`src/rtl/csl_pkg.sv`:
```
// shared types, keyword table and character class helpers for the lexer
package csl_pkg;

	localparam int NUM_KW = 9;

	localparam logic [2:0] CLASS_KEYWORD    = 3'd0;
	localparam logic [2:0] CLASS_NUMBER     = 3'd1;
	localparam logic [2:0] CLASS_IDENTIFIER = 3'd2;
	localparam logic [2:0] CLASS_OPERATOR   = 3'd3;
	localparam logic [2:0] CLASS_SYMBOL     = 3'd4;

	localparam logic KIND_CHAR  = 1'b0;
	localparam logic KIND_FLUSH = 1'b1;

	localparam logic [7:0] CH_TAB    = 8'h09;
	localparam logic [7:0] CH_CR     = 8'h0D;
	localparam logic [7:0] CH_SPACE  = 8'h20;
	localparam logic [7:0] CH_PLUS   = 8'h2B;
	localparam logic [7:0] CH_MINUS  = 8'h2D;
	localparam logic [7:0] CH_STAR   = 8'h2A;
	localparam logic [7:0] CH_SLASH  = 8'h2F;
	localparam logic [7:0] CH_EQ     = 8'h3D;
	localparam logic [7:0] CH_LT     = 8'h3C;
	localparam logic [7:0] CH_GT     = 8'h3E;
	localparam logic [7:0] CH_SEMI   = 8'h3B;
	localparam logic [7:0] CH_LPAREN = 8'h28;
	localparam logic [7:0] CH_RPAREN = 8'h29;
	localparam logic [7:0] CH_LBRACE = 8'h7B;
	localparam logic [7:0] CH_RBRACE = 8'h7D;
	localparam logic [7:0] CH_COMMA  = 8'h2C;
	localparam logic [7:0] CH_DOT    = 8'h2E;
	localparam logic [7:0] CH_ZERO   = 8'h30;
	localparam logic [7:0] CH_NINE   = 8'h39;

	// int float double char return if else for while, padded with zeros
	localparam logic [7:0] KW_TEXT [NUM_KW][8] = '{
		'{8'h69, 8'h6E, 8'h74, 8'h00, 8'h00, 8'h00, 8'h00, 8'h00},
		'{8'h66, 8'h6C, 8'h6F, 8'h61, 8'h74, 8'h00, 8'h00, 8'h00},
		'{8'h64, 8'h6F, 8'h75, 8'h62, 8'h6C, 8'h65, 8'h00, 8'h00},
		'{8'h63, 8'h68, 8'h61, 8'h72, 8'h00, 8'h00, 8'h00, 8'h00},
		'{8'h72, 8'h65, 8'h74, 8'h75, 8'h72, 8'h6E, 8'h00, 8'h00},
		'{8'h69, 8'h66, 8'h00, 8'h00, 8'h00, 8'h00, 8'h00, 8'h00},
		'{8'h65, 8'h6C, 8'h73, 8'h65, 8'h00, 8'h00, 8'h00, 8'h00},
		'{8'h66, 8'h6F, 8'h72, 8'h00, 8'h00, 8'h00, 8'h00, 8'h00},
		'{8'h77, 8'h68, 8'h69, 8'h6C, 8'h65, 8'h00, 8'h00, 8'h00}
	};
	localparam logic [2:0] KW_LEN [NUM_KW] = '{
		3'd3, 3'd5, 3'd6, 3'd4, 3'd6, 3'd2, 3'd4, 3'd3, 3'd5
	};

	typedef struct packed {
		logic [2:0]  token_class;
		logic [31:0] token_start;
		logic [15:0] token_length;
		logic [3:0]  keyword_index;
		logic [7:0]  single_char;
		logic        last_of_run;
	} token_t;

	function automatic logic is_space(input logic [7:0] c);
		return (c == CH_SPACE) || (c >= CH_TAB && c <= CH_CR);
	endfunction

	function automatic logic is_operator(input logic [7:0] c);
		return (c == CH_PLUS) || (c == CH_MINUS) || (c == CH_STAR) || (c == CH_SLASH) ||
			(c == CH_EQ) || (c == CH_LT) || (c == CH_GT);
	endfunction

	function automatic logic is_symbol(input logic [7:0] c);
		return (c == CH_SEMI) || (c == CH_LPAREN) || (c == CH_RPAREN) ||
			(c == CH_LBRACE) || (c == CH_RBRACE) || (c == CH_COMMA);
	endfunction

	function automatic logic is_numeric(input logic [7:0] c);
		return (c >= CH_ZERO && c <= CH_NINE) || (c == CH_DOT);
	endfunction

endpackage

```
`src/rtl/csl_char_if.sv`:
```
// character input channel: valid, ready and one stream item
interface csl_char_if;
	logic       valid;
	logic       ready;
	logic       kind;
	logic [7:0] char_byte;

	modport source (output valid, kind, char_byte, input ready);
	modport sink (input valid, kind, char_byte, output ready);
endinterface

```
`src/rtl/csl_token_if.sv`:
```
// token output channel: valid, ready and one result item
interface csl_token_if;
	logic        valid;
	logic        ready;
	logic [2:0]  token_class;
	logic [31:0] token_start;
	logic [15:0] token_length;
	logic [3:0]  keyword_index;
	logic [7:0]  single_char;
	logic        last_of_run;

	modport source (output valid, token_class, token_start, token_length, keyword_index,
		single_char, last_of_run, input ready);
	modport sink (input valid, token_class, token_start, token_length, keyword_index,
		single_char, last_of_run, output ready);
endinterface

```
`src/rtl/c_subset_lexer.sv`:
```
// byte-serial lexer for a small c subset: keywords, numbers, identifiers, operators, symbols
// results are registered in the result queue and shown on token_out once older ones are taken
// throughput: one character per cycle; a four-entry result queue holds up to two results per item
// input stalls only while fewer than two queue entries are free
// reset: arst_n clears the pending word, position counter and queue; no warm-up after release
module c_subset_lexer
	import csl_pkg::*;
#(
	parameter int LENGTH_BITS   = 16,
	parameter int POSITION_BITS = 32
) (
	input logic clk,
	input logic arst_n,
	csl_char_if.sink char_in,
	csl_token_if.source token_out
);

	logic [LENGTH_BITS-1:0]   word_len_q;
	logic [NUM_KW-1:0]        alive_q;
	logic                     numeric_q;
	logic [POSITION_BITS-1:0] word_start_q;
	logic [POSITION_BITS-1:0] pos_q;

	token_t     fifo_q [4];
	logic [1:0] wr_ptr_q;
	logic [1:0] rd_ptr_q;
	logic [2:0] count_q;

	logic       accept;
	logic       pop;
	logic [7:0] c;
	logic       has_word;
	logic       kw_hit;
	logic [3:0] kw_idx;
	logic [NUM_KW-1:0] alive_nxt;
	logic       ends_word;
	logic       single;
	logic       extend;
	logic [1:0] push_n;
	token_t     word_tok;
	token_t     single_tok;
	token_t     r0;
	token_t     r1;
	logic [LENGTH_BITS+15:0]   len_ext;
	logic [POSITION_BITS+31:0] wstart_ext;
	logic [POSITION_BITS+31:0] pos_ext;

	assign c      = char_in.char_byte;
	assign accept = char_in.valid && char_in.ready;
	assign pop    = token_out.valid && token_out.ready;
	assign has_word = word_len_q != '0;

	assign char_in.ready = count_q <= 3'd2;

	assign len_ext    = {16'b0, word_len_q};
	assign wstart_ext = {32'b0, word_start_q};
	assign pos_ext    = {32'b0, pos_q};

	always_comb begin
		kw_hit = 1'b0;
		kw_idx = 4'd0;
		for (int i = 0; i < NUM_KW; i++) begin
			if (alive_q[i] && word_len_q == LENGTH_BITS'(KW_LEN[i])) begin
				kw_hit = 1'b1;
				kw_idx = 4'(i);
			end
			alive_nxt[i] = alive_q[i] && (word_len_q < LENGTH_BITS'(KW_LEN[i])) &&
				(KW_TEXT[i][word_len_q[2:0]] == c);
		end
	end

	always_comb begin
		word_tok.token_class   = kw_hit ? CLASS_KEYWORD :
			(numeric_q ? CLASS_NUMBER : CLASS_IDENTIFIER);
		word_tok.token_start   = wstart_ext[31:0];
		word_tok.token_length  = len_ext[15:0];
		word_tok.keyword_index = kw_idx;
		word_tok.single_char   = 8'd0;
		word_tok.last_of_run   = 1'b1;

		single_tok.token_class   = is_operator(c) ? CLASS_OPERATOR : CLASS_SYMBOL;
		single_tok.token_start   = pos_ext[31:0];
		single_tok.token_length  = 16'd1;
		single_tok.keyword_index = 4'd0;
		single_tok.single_char   = c;
		single_tok.last_of_run   = 1'b1;
	end

	always_comb begin
		single    = (char_in.kind == KIND_CHAR) && (is_operator(c) || is_symbol(c));
		ends_word = (char_in.kind == KIND_FLUSH) || is_space(c) || single;
		extend    = !ends_word;
		r0        = word_tok;
		r1        = single_tok;
		push_n    = 2'd0;
		if (single) begin
			if (has_word) begin
				r0.last_of_run = 1'b0;
				push_n = 2'd2;
			end else begin
				r0 = single_tok;
				push_n = 2'd1;
			end
		end else if (ends_word && has_word) begin
			push_n = 2'd1;
		end
	end

	// word tracking and stream position
	always_ff @(posedge clk or negedge arst_n) begin
		if (!arst_n) begin
			word_len_q   <= '0;
			alive_q      <= '1;
			numeric_q    <= 1'b1;
			word_start_q <= '0;
			pos_q        <= '0;
		end else if (accept) begin
			if (char_in.kind == KIND_CHAR) begin
				pos_q <= pos_q + 1'b1;
			end
			if (extend) begin
				if (!has_word) begin
					word_start_q <= pos_q;
				end
				alive_q   <= alive_nxt;
				numeric_q <= numeric_q && is_numeric(c);
				if (word_len_q != '1) begin
					word_len_q <= word_len_q + 1'b1;
				end
			end else begin
				word_len_q <= '0;
				alive_q    <= '1;
				numeric_q  <= 1'b1;
			end
		end
	end

	// result queue control
	always_ff @(posedge clk or negedge arst_n) begin
		if (!arst_n) begin
			wr_ptr_q <= 2'd0;
			rd_ptr_q <= 2'd0;
			count_q  <= 3'd0;
		end else begin
			wr_ptr_q <= wr_ptr_q + (accept ? push_n : 2'd0);
			rd_ptr_q <= rd_ptr_q + {1'b0, pop};
			count_q  <= count_q + {1'b0, (accept ? push_n : 2'd0)} - {2'b0, pop};
		end
	end

	// result queue storage
	always_ff @(posedge clk) begin
		if (accept && push_n != 2'd0) begin
			fifo_q[wr_ptr_q] <= r0;
		end
		if (accept && push_n == 2'd2) begin
			fifo_q[wr_ptr_q + 2'd1] <= r1;
		end
	end

	assign token_out.valid         = count_q != 3'd0;
	assign token_out.token_class   = fifo_q[rd_ptr_q].token_class;
	assign token_out.token_start   = fifo_q[rd_ptr_q].token_start;
	assign token_out.token_length  = fifo_q[rd_ptr_q].token_length;
	assign token_out.keyword_index = fifo_q[rd_ptr_q].keyword_index;
	assign token_out.single_char   = fifo_q[rd_ptr_q].single_char;
	assign token_out.last_of_run   = fifo_q[rd_ptr_q].last_of_run;

	a_count_bound: assert property (@(posedge clk) disable iff (!arst_n)
		count_q <= 3'd4)
		else $error("result queue overfilled");

	a_long_word_no_kw: assert property (@(posedge clk) disable iff (!arst_n)
		(word_len_q > LENGTH_BITS'(6)) |-> (alive_q == '0))
		else $error("keyword still alive past longest keyword");

	a_empty_flush: assert property (@(posedge clk) disable iff (!arst_n)
		(accept && char_in.kind == KIND_FLUSH && !has_word) |=> (count_q <= $past(count_q)))
		else $error("flush with no pending word produced a result");

	a_single_pushes: assert property (@(posedge clk) disable iff (!arst_n)
		(accept && single) |=> (count_q != 3'd0))
		else $error("operator or symbol produced no result");

endmodule

```
`src/flat_wrapper.sv`:
```
// flat-port wrapper written by rule: the top's interface ports become plain ports
module c_subset_lexer_flat import csl_pkg::*;
#(
	parameter int LENGTH_BITS   = 16,
	parameter int POSITION_BITS = 32
)
  (clk, arst_n, char_in_valid, char_in_kind, char_in_char_byte, char_in_ready, token_out_valid, token_out_token_class, token_out_token_start, token_out_token_length, token_out_keyword_index, token_out_single_char, token_out_last_of_run, token_out_ready);
  csl_char_if char_in_i ();
  csl_token_if token_out_i ();
  input logic clk;
  input logic arst_n;
  input wire logic [$bits(char_in_i.valid)-1:0] char_in_valid;
  input wire logic [$bits(char_in_i.kind)-1:0] char_in_kind;
  input wire logic [$bits(char_in_i.char_byte)-1:0] char_in_char_byte;
  output wire logic [$bits(char_in_i.ready)-1:0] char_in_ready;
  output wire logic [$bits(token_out_i.valid)-1:0] token_out_valid;
  output wire logic [$bits(token_out_i.token_class)-1:0] token_out_token_class;
  output wire logic [$bits(token_out_i.token_start)-1:0] token_out_token_start;
  output wire logic [$bits(token_out_i.token_length)-1:0] token_out_token_length;
  output wire logic [$bits(token_out_i.keyword_index)-1:0] token_out_keyword_index;
  output wire logic [$bits(token_out_i.single_char)-1:0] token_out_single_char;
  output wire logic [$bits(token_out_i.last_of_run)-1:0] token_out_last_of_run;
  input wire logic [$bits(token_out_i.ready)-1:0] token_out_ready;
  assign char_in_i.valid = char_in_valid;
  assign char_in_i.kind = char_in_kind;
  assign char_in_i.char_byte = char_in_char_byte;
  assign char_in_ready = char_in_i.ready;
  assign token_out_valid = token_out_i.valid;
  assign token_out_token_class = token_out_i.token_class;
  assign token_out_token_start = token_out_i.token_start;
  assign token_out_token_length = token_out_i.token_length;
  assign token_out_keyword_index = token_out_i.keyword_index;
  assign token_out_single_char = token_out_i.single_char;
  assign token_out_last_of_run = token_out_i.last_of_run;
  assign token_out_i.ready = token_out_ready;
  c_subset_lexer #(.LENGTH_BITS(LENGTH_BITS), .POSITION_BITS(POSITION_BITS)) u_core (.clk(clk), .arst_n(arst_n), .char_in(char_in_i), .token_out(token_out_i));
endmodule
```
`config.mk`:
```
export PLATFORM = sky130hd
export DESIGN_NAME = c_subset_lexer_flat
export DESIGN_NICKNAME = d
export VERILOG_FILES = /design/src/rtl/csl_pkg.sv /design/src/rtl/csl_char_if.sv /design/src/rtl/csl_token_if.sv /design/src/rtl/c_subset_lexer.sv /design/src/flat_wrapper.sv
export SDC_FILE = /design/constraint.sdc
export NUM_CORES = 1
export LEC_CHECK = 0
export ABC_AREA = 1
export BUFFER_PORTS_ARGS = -buffer_cell sky130_fd_sc_hd__buf_4
export CAP_MARGIN = 20
export CORE_ASPECT_RATIO = 1.5
export CORE_UTILIZATION = 55
export DETAILED_ROUTE_END_ITERATION = 8
export GPL_TIMING_DRIVEN = 0
export PLACE_DENSITY_LB_ADDON = 0.12
export SLEW_MARGIN = 10
export SYNTH_ARGS = -nofsm -noshare
export SYNTH_HDL_FRONTEND = slang
export SYNTH_SLANG_ARGS = --single-unit
```
`constraint.sdc`:
```
create_clock -name clk -period 8.4 [get_ports clk]
set_input_delay 0 -clock clk [delete_from_list [all_inputs] [get_ports clk]]
set_output_delay 0 -clock clk [all_outputs]
set_load 0.01 [all_outputs]
```
==> metrics.md, run 1 <==
| Metric | Value |
|---|---|
| Gate power share | 0.381 |
| Clock transition at path regs | approximately 70 ps |
| Critical path peak fanout | 24 |
| Crit-path max cell delay | approximately 670 ps |
| Top-level I/O count | 79 |
| Syn-to-layout area delta | 13.9% |
| Area taken by multi-input logic gates | between 0.007 and 0.008 mm^2 |
| Met1 GRT Util | 0.379 |
| Routability Congestion | between 0.9 and 1 |
| Leakage | between 8 and 9 nW |
| Setup TNS | 0 ps |
| Flops & latches, synth | about 350 |
| GR peak layer | met2 |
| Worst skew pair latency | 550 ps |
| Vias post-DR | ~16000 |
| Met2 Track Usage GR | 0.625 |
| Row cnt | 80 |
| Root Driver | clkbuf_16 |
| Least-Margin Pin Slew | just over 1000 ps |
| H-tree levels | 2 |
| Global Route met3 Usage | 0.0483 |
| CP required | approximately 8600 ps |
| Sequential-to-total area share from yosys stat | 0.520 |
| Routed Antenna Nets | 0 |
| Starting DRT DRC Count | between 1000 and 1500 |
| Starting Density | 0.560 |
| Combinational family with the most area after synthesis | simple AND/OR/NAND/NOR gates |
| RSZ-0062 raised after global routing | false |
| Number of library cell types mapped by synthesis | 47 |
| Synth Area in Compound Gates | 0.142 |
| Final worst path period need | approximately 4300 ps |
| Critical path type | reg -> reg |
| Pre-CTS setup slack | ~4200 ps |
| Die H | 223 um |
| Final setup fails | 0 |
| Worst VDD drop | between 150 and 200 uV |
| PortBufs | 76 |
| Diode count | 0 |
| Fill cell count | 2764 |
| Post-CTS setup buffers | 0 |
| Classification of the worst-slack hold path | in -> async |
| Register area | 0.00929 mm^2 |
| Crit path buf inv count | 5 |
| Wire per inst | 21.5 um |
| Global-route wire length before repair | slightly below 90000 um |
| Grt ovf | 0 |
| Reg2reg start | u_core.word_len_q[0]$_DFFE_PN0P_ |
| Pwr dens | around 310 mW/mm^2 |
| DRC | 0 |
| Synth Warn # | 0 |
| Sequential Power Share | 0.353 |
| Max Cap Viol | 0 |
| Post-route cell area | 0.0203 mm^2 |
| CP startpoint kind | flip-flop |
| CP dominant cell by count | nand2_2 |
| Reg2Reg Depth | 12 |
| Final hold viol count | 0 |
| CTS max path bufs | 3 |
| Die Area | approximately 0.033 mm^2 |
| Final setup margin | between 4000 and 5000 ps |
| Tot GR Track Use | 0.352 |
| Iteration count of the initial detailed-routing pass | 8 |
| Area after DPL | roughly 0.019 mm^2 |
| Clock network power share | 0.266 |
| Die W | between 100 and 150 um |
| Status | finished clean |
| Int Pwr | ~3.9 mW |
| Detailed Route WL | about 58000 um |
| Avg Cell Area, Syn | about 8.4 um^2 |
| Worst-path cell chain | clkinv_1, ha_1, nand2_1, inv_1, nand2_4, nand3_4, nor2_4, nand2_2, buf_4, buf_6, nand2_2, buf_12 |
| CP top delay family | buffers and inverters |
| Adder-Cell Fraction of Synth Area | 0.0116 |
| CTS Buf Count | 35 |
| Multiplexer share of the synthesized area | 0 |
| Mapped Cells | 2118 |
| Initial antenna violation count | 0 |
| Post-Synth XOR/XNOR Area | 0.0343 |
| Worst Setup SP | u_core.word_len_q[0]$_DFFE_PN0P_ |
| Share of the clock period used by the worst path | 0.506 |
| Clock sinks | approximately 350 |
| Vias/cell | about 6.0 |
| Psw | 2.47 mW |
| Layout cells sized above 1 | 0.118 |
| Fin nets | roughly 2300 |
| Worst Path Arrival | ~4500 ps |
| Crit end category | flip-flop |
| Core area | about 0.032 mm^2 |
| Tot Pwr | about 6.4 mW |
| Simple-gate share of the synthesized area | 0.235 |
| Max-slew headroom | 0.314 |
| Mapped Area | between 0.015 and 0.02 mm^2 |
| DP HPWL | about 41000 um |
| Fmax | about 0.24 GHz |
| Slowest library cell on the worst path | dfrtp_1 |
| Slew Limit Fails | 0 |
| Sw frac | 0.388 |
| Worst-case clock skew | approximately 25 ps |
| Critical path depth | 12 |
| CTS tree | done |
| Post-cts sizing count | 0 |
| Largest net degree at the start of global routing | a little under 100 |
| Number of global-route vias before repair | 16200 |
-- metrics by stage --
step / utilization / hold slack [ps] / instances
2_1_floorplan: - / -296 / 2121
3_3_place_gp: 0.594 / 352 / 2607
3_5_place_dp: 0.596 / 172 / 2609
4_1_cts: 0.637 / 46.4 / 2681
5_1_grt: 0.637 / 72.8 / 2681
6_report: 0.637 / 36.5 / 2681
-- routing by layer --
metal	part of all wire	vias to the layer above	wire length [um]
li1	-	7478	-
met1	0.35	7690	20300
met2	0.52	750	29800
met3	0.060	247	3480
met4	0.072	0	4120
met5	0	-	0
-- power by group through the flow --
stage / clock network [mW] / logic (mW) / registers, mW
after detailed placement: 0 / 2.38 / 2.27
final: 1.69 / 2.42 / 2.25
after global routing: 1.75 / 2.62 / 2.27
after CTS: 1.70 / 2.39 / 2.24
after global placement: 0 / 2.34 / 2.27
after floorplan: 0 / 1.41 / 2.23
-- placed cells by master, fill, tap and decap left out, types with 48 or more instances in the layout --
| cell type | Yosys | routed |
|---|---|---|
| inv_1 | 90 | 90 |
| o21ai_0 | 316 | 316 |
| dfrtp_1 | 87 | 87 |
| buf_2 | 48 | 48 |
| o21ai_1 | 51 | 51 |
| clkbuf_1 | 60 | 67 |
| dfxtp_1 | 84 | 84 |
| nand2_1 | 493 | 489 |
| o22ai_1 | 64 | 64 |
| buf_4 | 9 | 84 |
| nand3_1 | 151 | 151 |
| nor2_1 | 216 | 216 |
| edfxtp_1 | 172 | 172 |
| xor2_1 | 66 | 66 |
-- final timing paths --
| kind | to | slack [ps] |
|---|---|---|
| max in group asynchronous | u_core.pos_q[27]$_DFFE_PN0P_ | 7550 |
| min reg2reg | u_core.fifo_q[2][28]$_SDFFE_PP0P_ | 460 |
| max | u_core.fifo_q[2][47]$_DFFE_PP_ | 4150 |
| min in group clk | u_core.alive_q[5]$_DFFE_PN1P_ | 60 |
| min | u_core.word_len_q[9]$_DFFE_PN0P_ | 40 |
| max reg2reg | u_core.fifo_q[2][47]$_DFFE_PP_ | 4150 |
-- worst register-to-register path: cells and delay by family, from the launching register on --
| family | cells | cell delay [ps] |
|---|---|---|
| flops | 1 | 670 |
| fa+ha+maj | 1 | 480 |
| simple gates | 6 | 1340 |
| buf+inv | 5 | 1430 |
-- synth_stat cells, drive strengths merged --
library cell | number | share of area
clkinv | 4 | 0.00084
fa | 1 | 0.0011
xnor2 | 4 | 0.0020
o211ai | 6 | 0.0025
nor3b | 1 | 0.00042
conb | 1 | 0.00021
a31oi | 1 | 0.00035
o22ai | 64 | 0.022
nor4 | 7 | 0.0025
dfstp | 10 | 0.015
o21ai | 367 | 0.10
clkbuf | 61 | 0.013
a21boi | 1 | 0.00042
dfrtp | 87 | 0.12
edfxtp | 172 | 0.29
nand4 | 30 | 0.012
a221oi | 2 | 0.00098
xor2 | 66 | 0.032
dfxtp | 84 | 0.094
buf | 67 | 0.022
a211oi | 1 | 0.00042
inv | 102 | 0.021
o2111ai | 1 | 0.00049
nor3 | 33 | 0.0095
nand3 | 158 | 0.049
or2 | 1 | 0.00035
ha | 15 | 0.011
a21oi | 37 | 0.012
nor2 | 224 | 0.050
nand2 | 510 | 0.11
-- what timing repair did --
item | 4_1_cts | 5_1_grt
endpoints found under the hold margin | 111 | 0
hold buffers | 9 | 0
endpoints found under the setup margin | 0 | 0
-- layout make-up --
class | count | share of cell area
Buffer | 128 | 0.0309
Clock buffer | 48 | 0.0495
Clock inverter | 15 | 0.0110
Inverter | 106 | 0.0196
Multi-Input combinational cell | 1534 | 0.373
Sequential cell | 353 | 0.456
Tap cell | 410 | 0.0252
Timing Repair Buffer | 87 | 0.0346
-- registers in the layout (all words and copies together), names as in the netlist --
name,count
u_core.rd_ptr_q,2
u_core.wr_ptr_q,2
u_core.count_q,3
u_core.numeric_q,1
u_core.word_len_q,16
u_core.word_start_q,32
u_core.pos_q,32
u_core.fifo_q,256
u_core.alive_q,9
-- cell families after synthesis --
logic type / after synthesis
flip-flops: 353
AND/OR/NAND/NOR: 964
other: 1
XOR/XNOR: 70
adder cells (fa/ha/maj): 16
buffers and inverters: 234
AO/OA/AOI/OAI: 480
Note: power is estimated with default switching activity, not from simulation.
==> inputs of run 2 (changes only) <==
==> constraint.sdc (replaced) <==
create_clock -name clk -period 3.8 [get_ports clk]
set_input_delay 0 -clock clk [delete_from_list [all_inputs] [get_ports clk]]
set_output_delay 0 -clock clk [all_outputs]
set_load 0.01 [all_outputs]
==> metrics.md, run 2 (synthesis results as in run 1) <==
| Metric | Value |
|---|---|
| Pwr dens | 691 mW/mm^2 (+120%) |
| Biggest regs | u_core.fifo_q x256, u_core.pos_q x32, u_core.word_start_q x32 |
| Worst VDD drop | 425 uV (+120%) |
| Sequential Power Share | 0.353 (about the same) |
| Diode count | 0 (unchanged) |
| Routability Congestion | 0.934 (unchanged) |
| Slew Limit Fails | 0 (unchanged) |
| Worst skew pair latency | 550 ps (about the same) |
| Most common cell after layout, fill and taps aside | nand2_1 |
| DRC | 0 (unchanged) |
| Critical path peak fanout | 24 (unchanged) |
| Share of the clock period used by the worst path | 0.947 (+0.441) |
| Layout cells sized above 1 | 0.120 (+0.00132) |
| Number of flip-flops in the largest register | 256 (unchanged) |
| Register area | 0.00929 mm^2 (about the same) |
| Clock transition at path regs | 60 ps (about the same) |
| Global-route wire length before repair | 88100 um (about the same) |
| Iteration count of the initial detailed-routing pass | 5 (-3) |
| CP startpoint kind | flip-flop |
| Fmax | 0.278 GHz (+18%) |
| Worst-case clock skew | 30.2 ps (+5.28 ps) |
| Vias post-DR | 16100 (-0.21%) |
| CTS max path bufs | 3 (unchanged) |
| Syn-to-layout area delta | 14.1% |
| CTS tree | done |
| Row cnt | 80 (unchanged) |
| Root Driver | clkbuf_16 |
| Starting Density | 0.560 (unchanged) |
| CP required | 4040 ps (-4600 ps) |
| Worst Path Arrival | 3840 ps (-650 ps) |
| Routed Antenna Nets | 0 (unchanged) |
| Vias/cell | 6.02 (-0.21%) |
| DP HPWL | 40800 um (unchanged) |
| Number of global-route vias before repair | 16200 (+0.012%) |
| Final worst path period need | 3600 ps (-653 ps) |
| Classification of the worst-slack hold path | in -> async |
| Max Cap Viol | 0 (unchanged) |
| Top-level I/O count | 79 (unchanged) |
| Pre-CTS setup slack | -390 ps (-4600 ps) |
| Least-Margin Pin Slew | 1020 ps (-9.84 ps) |
| Final hold viol count | 0 (unchanged) |
| Max-slew headroom | 0.321 (+0.00656) |
| Die Area | 0.0332 mm^2 (unchanged) |
| Critical path type | reg -> reg |
| Leakage | 8.26 nW (about the same) |
| Final setup fails | 0 (unchanged) |
| Area taken by multi-input logic gates | 0.00762 mm^2 (+0.36%) |
| Initial antenna violation count | 0 (unchanged) |
| Die W | 149 um (unchanged) |
| Setup TNS | 0 ps (unchanged) |
| Clock sinks | 353 (unchanged) |
| Int Pwr | 8.61 mW (+120%) |
| Fill cell count | 2758 (-0.22%) |
| Fin nets | 2274 (unchanged) |
| Largest net degree at the start of global routing | 98 (unchanged) |
| Starting DRT DRC Count | 1398 (-4.3%) |
| RSZ-0062 raised after global routing | false |
| Sw frac | 0.388 (about the same) |
| Reg with most FFs | u_core.fifo_q |
| Commonest cells after routing, fill and taps aside | nand2_1 (489), o21ai_0 (316), nor2_1 (216) |
| CTS Buf Count | 35 (unchanged) |
| Psw | 5.47 mW (+120%) |
| Grt ovf | 0 (unchanged) |
| Die H | 223 um (unchanged) |
| Final setup margin | 200 ps (-3950 ps) |
| Tot GR Track Use | 0.352 (about the same) |
| Final Hold Slack | 29.4 ps (-7.10 ps) |
| H-tree levels | 2 (unchanged) |
| Gate power share | 0.381 (about the same) |
| Core area | 0.0319 mm^2 (unchanged) |
| Clock network power share | 0.266 (about the same) |
| Wire per inst | 21.4 um (-0.29%) |
| Status | finished clean |
| Detailed Route WL | 57400 um (-0.29%) |
| Crit end category | flip-flop |
| PortBufs | 76 (unchanged) |
run 2: changes by cell type in the layout (fill, tap and decap cells not counted):
cell / delta
clkbuf_1: -1
clkbuf_2: +1
clkinv_1: -1
clkinv_2: +1
dfrtp_1: -1
dfrtp_2: +1
nand2_2: -2
nand2_8: +2
run 2: per-stage QoR:
| stage | util | instance area, um^2 | power [mW] | instances |
|---|---|---|---|---|
| 6_report | 0.638 | 20400 | 14.1 | 2681 |
| 2_1_floorplan | - | 17900 | 8.05 | 2121 |
| 5_1_grt | 0.638 | 20400 | 14.7 | 2681 |
| 4_1_cts | 0.638 | 20400 | 14.0 | 2681 |
| 3_5_place_dp | 0.596 | 19000 | 10.3 | 2609 |
| 3_3_place_gp | 0.594 | 19000 | 10.2 | 2607 |
run 2: critical path: stages (launching register included):
cell	delay, ps
dfrtp_1	460
clkbuf_2	250
inv_1	230
ha_1	350
nand2_1	260
inv_1	170
nand2_4	140
nand3_4	100
nor2_4	160
nand2_2	160
buf_4	260
buf_6	180
nand2_4	310
buf_12	240
run 2: routing by layer:
layer | routed length, um | track usage | vias to the layer above | share of wire
met5 | 0 | 0 | - | 0
met4 | 4000 | 0.247 | 0 | 0.070
met3 | 3480 | 0.0478 | 238 | 0.061
met2 | 29800 | 0.626 | 743 | 0.52
met1 | 20100 | 0.380 | 7678 | 0.35
li1 | - | - | 7472 | -
run 2: worst paths after layout:
kind	to	from	slack, ps	depth (start not counted)
worst max-delay path	u_core.fifo_q[2][47]$_DFFE_PP_	u_core.word_len_q[1]$_DFFE_PN0P_	200	13
worst min-delay path	u_core.word_len_q[9]$_DFFE_PN0P_	arst_n	30	2
worst max register to register	u_core.fifo_q[2][47]$_DFFE_PP_	u_core.word_len_q[1]$_DFFE_PN0P_	200	13
worst min register to register	u_core.fifo_q[2][28]$_SDFFE_PP0P_	u_core.fifo_q[2][28]$_SDFFE_PP0P_	470	2
max in group asynchronous	u_core.pos_q[27]$_DFFE_PN0P_	arst_n	2960	2
min in group clk	u_core.alive_q[5]$_DFFE_PN1P_	char_in_char_byte[5]	60	7
run 2: final cells by class:
| type | instances | share of cell area |
|---|---|---|
| sequential | 353 | 0.456 |
| tap | 410 | 0.0252 |
| inverter | 106 | 0.0196 |
| multi-input combinational | 1534 | 0.374 |
| clock inverter | 15 | 0.0110 |
| clock buffer | 48 | 0.0494 |
| buffer | 128 | 0.0309 |
| timing repair buffer | 87 | 0.0346 |
run 2: repair_timing:
action	CTS	global route
endpoints found under the hold margin	111	0
setup buffers	0	0
setup endpoints to repair	173	78
resized for setup	4	4
pin swaps	0	0
hold buffers	9	0
run 2: power by group through the flow:
stage          Combinational, mW  Clock, mW  Sequential (mW)
2_1_floorplan               3.12          0             4.93
3_3_place_gp                5.17          0             5.01
3_5_place_dp                5.26          0             5.02
4_1_cts                     5.29       3.75             4.95
5_1_grt                     5.80       3.87             5.02
6_report                    5.36       3.75             4.97
==> inputs of run 3 (changes only) <==
--- a/config.mk
+++ b/config.mk
@@ -8,7 +8,7 @@
 export ABC_AREA = 1
 export BUFFER_PORTS_ARGS = -buffer_cell sky130_fd_sc_hd__buf_4
 export CAP_MARGIN = 20
-export CORE_ASPECT_RATIO = 1.5
+export CORE_ASPECT_RATIO = 1.2
 export CORE_UTILIZATION = 55
 export DETAILED_ROUTE_END_ITERATION = 8
 export GPL_TIMING_DRIVEN = 0
==> metrics.md, run 3 (synthesis results as in run 1) <==
| Metric | Value |
|---|---|
| Status | finished, violations left |
| Failing checks | design-rule violations |
| Hold path depth | 7 |
| Clock transition at path regs | 60 ps (about the same) |
| Initial antenna violation count | 0 (unchanged) |
| Syn-to-layout area delta | 14.2% |
| Critical path type | reg -> reg |
| Crit end category | flip-flop |
| CTS tree | done |
| DRC | 4 (+4) |
| Final worst path period need | 3680 ps (+81.2 ps) |
| Global-route wire length before repair | 85800 um (-2.6%) |
| Grt ovf | 0 (unchanged) |
| Biggest regs | u_core.fifo_q x256, u_core.pos_q x32, u_core.word_start_q x32 |
| Die W | 167 um (+12%) |
| CP required | 4070 ps (+30 ps) |
| PortBufs | 76 (unchanged) |
| Post-CTS setup buffers | 0 (unchanged) |
| Die H | 199 um (-10%) |
| DP HPWL | 39500 um (-3.3%) |
| Clock sinks | 353 (unchanged) |
| Crit path buf inv count | 5 (-1) |
| Pwr dens | 680 mW/mm^2 (-1.6%) |
| DP Cell Count | 2603 (-0.23%) |
| Commonest cells after routing, fill and taps aside | nand2_1 (489), o21ai_0 (316), nor2_1 (216) |
| Critical path peak fanout | 23 (-4.2%) |
| CP top delay family | buffers and inverters |
| Routed Antenna Nets | 0 (unchanged) |
| Number of global-route vias before repair | 15800 (-2.1%) |
| Max-slew headroom | 0.389 (+0.0682) |
| Met2 Track Usage GR | 0.612 (-0.0142) |
| Tot Pwr | 13.9 mW (-1.4%) |
| Setup TNS | 0 ps (unchanged) |
| Top-level I/O count | 79 (unchanged) |
| Die Area | 0.0332 mm^2 (about the same) |
| RSZ-0062 raised after global routing | false |
| Worst VDD drop | 554 uV (+30%) |
| Worst skew pair latency | 550 ps (about the same) |
| Max Cap Viol | 0 (unchanged) |
| Leakage | 8.28 nW (+0.27%) |
| Fin nets | 2281 (+0.31%) |
| Reg with most FFs | u_core.fifo_q |
| Most common cell after layout, fill and taps aside | nand2_1 |
| Core area | 0.0316 mm^2 (-0.96%) |
| Final Core Density | 0.645 (+0.00703) |
| Final Non-Filler Cells | 2680 (-0.037%) |
| Number of flip-flops in the largest register | 256 (unchanged) |
| Starting DRT DRC Count | 1476 (+5.6%) |
| Detailed Route WL | 55400 um (-3.6%) |
| Share of the clock period used by the worst path | 0.969 (+0.0214) |
| Tot GR Track Use | 0.338 (-0.0137) |
| H-tree levels | 2 (unchanged) |
| Final hold viol count | 0 (unchanged) |
| Worst-path cell chain | clkbuf_2, inv_1, ha_1, nand2_1, inv_1, nand2_4, nand3_4, nor2_4, nand2_1, buf_2, nand2_8, buf_12 |
| Reg2Reg Depth | 12 (-1) |
| Worst Path Arrival | 3950 ps (+110 ps) |
| Crit-path max cell delay | 450 ps (about the same) |
| Slew Limit Fails | 0 (unchanged) |
| CTS Buf Count | 37 (+5.7%) |
| Slowest library cell on the worst path | dfrtp_1 |
| Routability Congestion | 0.919 (-1.6%) |
| Layout cells sized above 1 | 0.119 (-0.000420) |
| Largest net degree at the start of global routing | 65 (-34%) |
| CTS max path bufs | 3 (unchanged) |
| Worst-case clock skew | 23.4 ps (-6.83 ps) |
| Fmax | 0.272 GHz (-2.2%) |
| Pre-CTS setup slack | -486 ps (-96.5 ps) |
| Global Route met3 Usage | 0.0418 (-0.00605) |
| Wire per inst | 20.7 um (-3.5%) |
| Final setup fails | 0 (unchanged) |
| Iteration count of the initial detailed-routing pass | 8 (+3) |
| Diode count | 0 (unchanged) |
| Vias/cell | 5.93 (-1.5%) |
| GR peak layer | met2 |
| Vias post-DR | 15900 (-1.5%) |
| Starting Density | 0.565 (+0.00540) |
| Row cnt | 71 (-11%) |
| Least-Margin Pin Slew | 908 ps (-110 ps) |
| Classification of the worst-slack hold path | in -> reg |
| Final setup margin | 119 ps (-81.2 ps) |
| Root Driver | clkbuf_16 |
| Critical path depth | 12 (-1) |
| CP startpoint kind | flip-flop |
| Met1 GRT Util | 0.385 (+0.00490) |
==> run 3: power breakdown <==
| part | switching (mW) | leakage, nW | internal [mW] |
|---|---|---|---|
| Clock | 1.51 | 0.589 | 2.12 |
| Combinational | 3.49 | 4.29 | 1.80 |
| Sequential | 0.362 | 3.40 | 4.60 |
==> run 3: repair_timing <==
action	4_1_cts	5_1_grt
cloned	0	0
endpoints found under the hold margin	123	0
hold buffers	11	0
endpoints found under the setup margin	174	92
gates resized for setup	7	2
==> run 3: worst paths after layout <==
path | end | start | slack [ps]
worst min-delay path | u_core.alive_q[5]$_DFFE_PN1P_ | char_in_char_byte[5] | 60
worst max-delay path | u_core.fifo_q[3][5]$_DFFE_PP_ | u_core.word_len_q[1]$_DFFE_PN0P_ | 120
worst min register to register | u_core.alive_q[1]$_DFFE_PN1P_ | u_core.alive_q[1]$_DFFE_PN1P_ | 460
min in group asynchronous | u_core.word_len_q[2]$_DFFE_PN0P_ | arst_n | 470
max in group asynchronous | u_core.word_len_q[6]$_DFFE_PN0P_ | arst_n | 1900
worst max register to register | u_core.fifo_q[3][5]$_DFFE_PP_ | u_core.word_len_q[1]$_DFFE_PN0P_ | 120
==> run 3: per-layer routing <==
metal	vias up	part of all wire
li1	7476	-
met1	7535	0.37
met2	678	0.51
met3	201	0.063
met4	0	0.058
met5	-	0
==> run 3: cell type report <==
| cell class | instances | area, um^2 |
|---|---|---|
| Clock inverter | 16 | 159 |
| Buffer | 128 | 629 |
| Inverter | 106 | 399 |
| Timing Repair Buffer | 92 | 788 |
| Fill cell | 2675 | 11200 |
| Tap cell | 401 | 502 |
| Multi-Input combinational cell | 1534 | 7610 |
| Sequential cell | 353 | 9290 |
| Clock buffer | 50 | 1040 |
==> run 3: stage by stage <==
stage	hold slack, ps	instance area [um^2]
detailed placement	9.35	19100
floorplan	-296	17900
global placement	291	19000
global route	88.9	20400
finish	56.5	20400
CTS	39.1	20400
==> run 3: worst reg2reg max path, delay by kind of cell (launching register included) <==
family / cells / cell delay [ps]
adders and majority gates: 1 / 390
DFF: 1 / 450
and+or+nand+nor: 6 / 1140
buffers and inverters: 5 / 1410
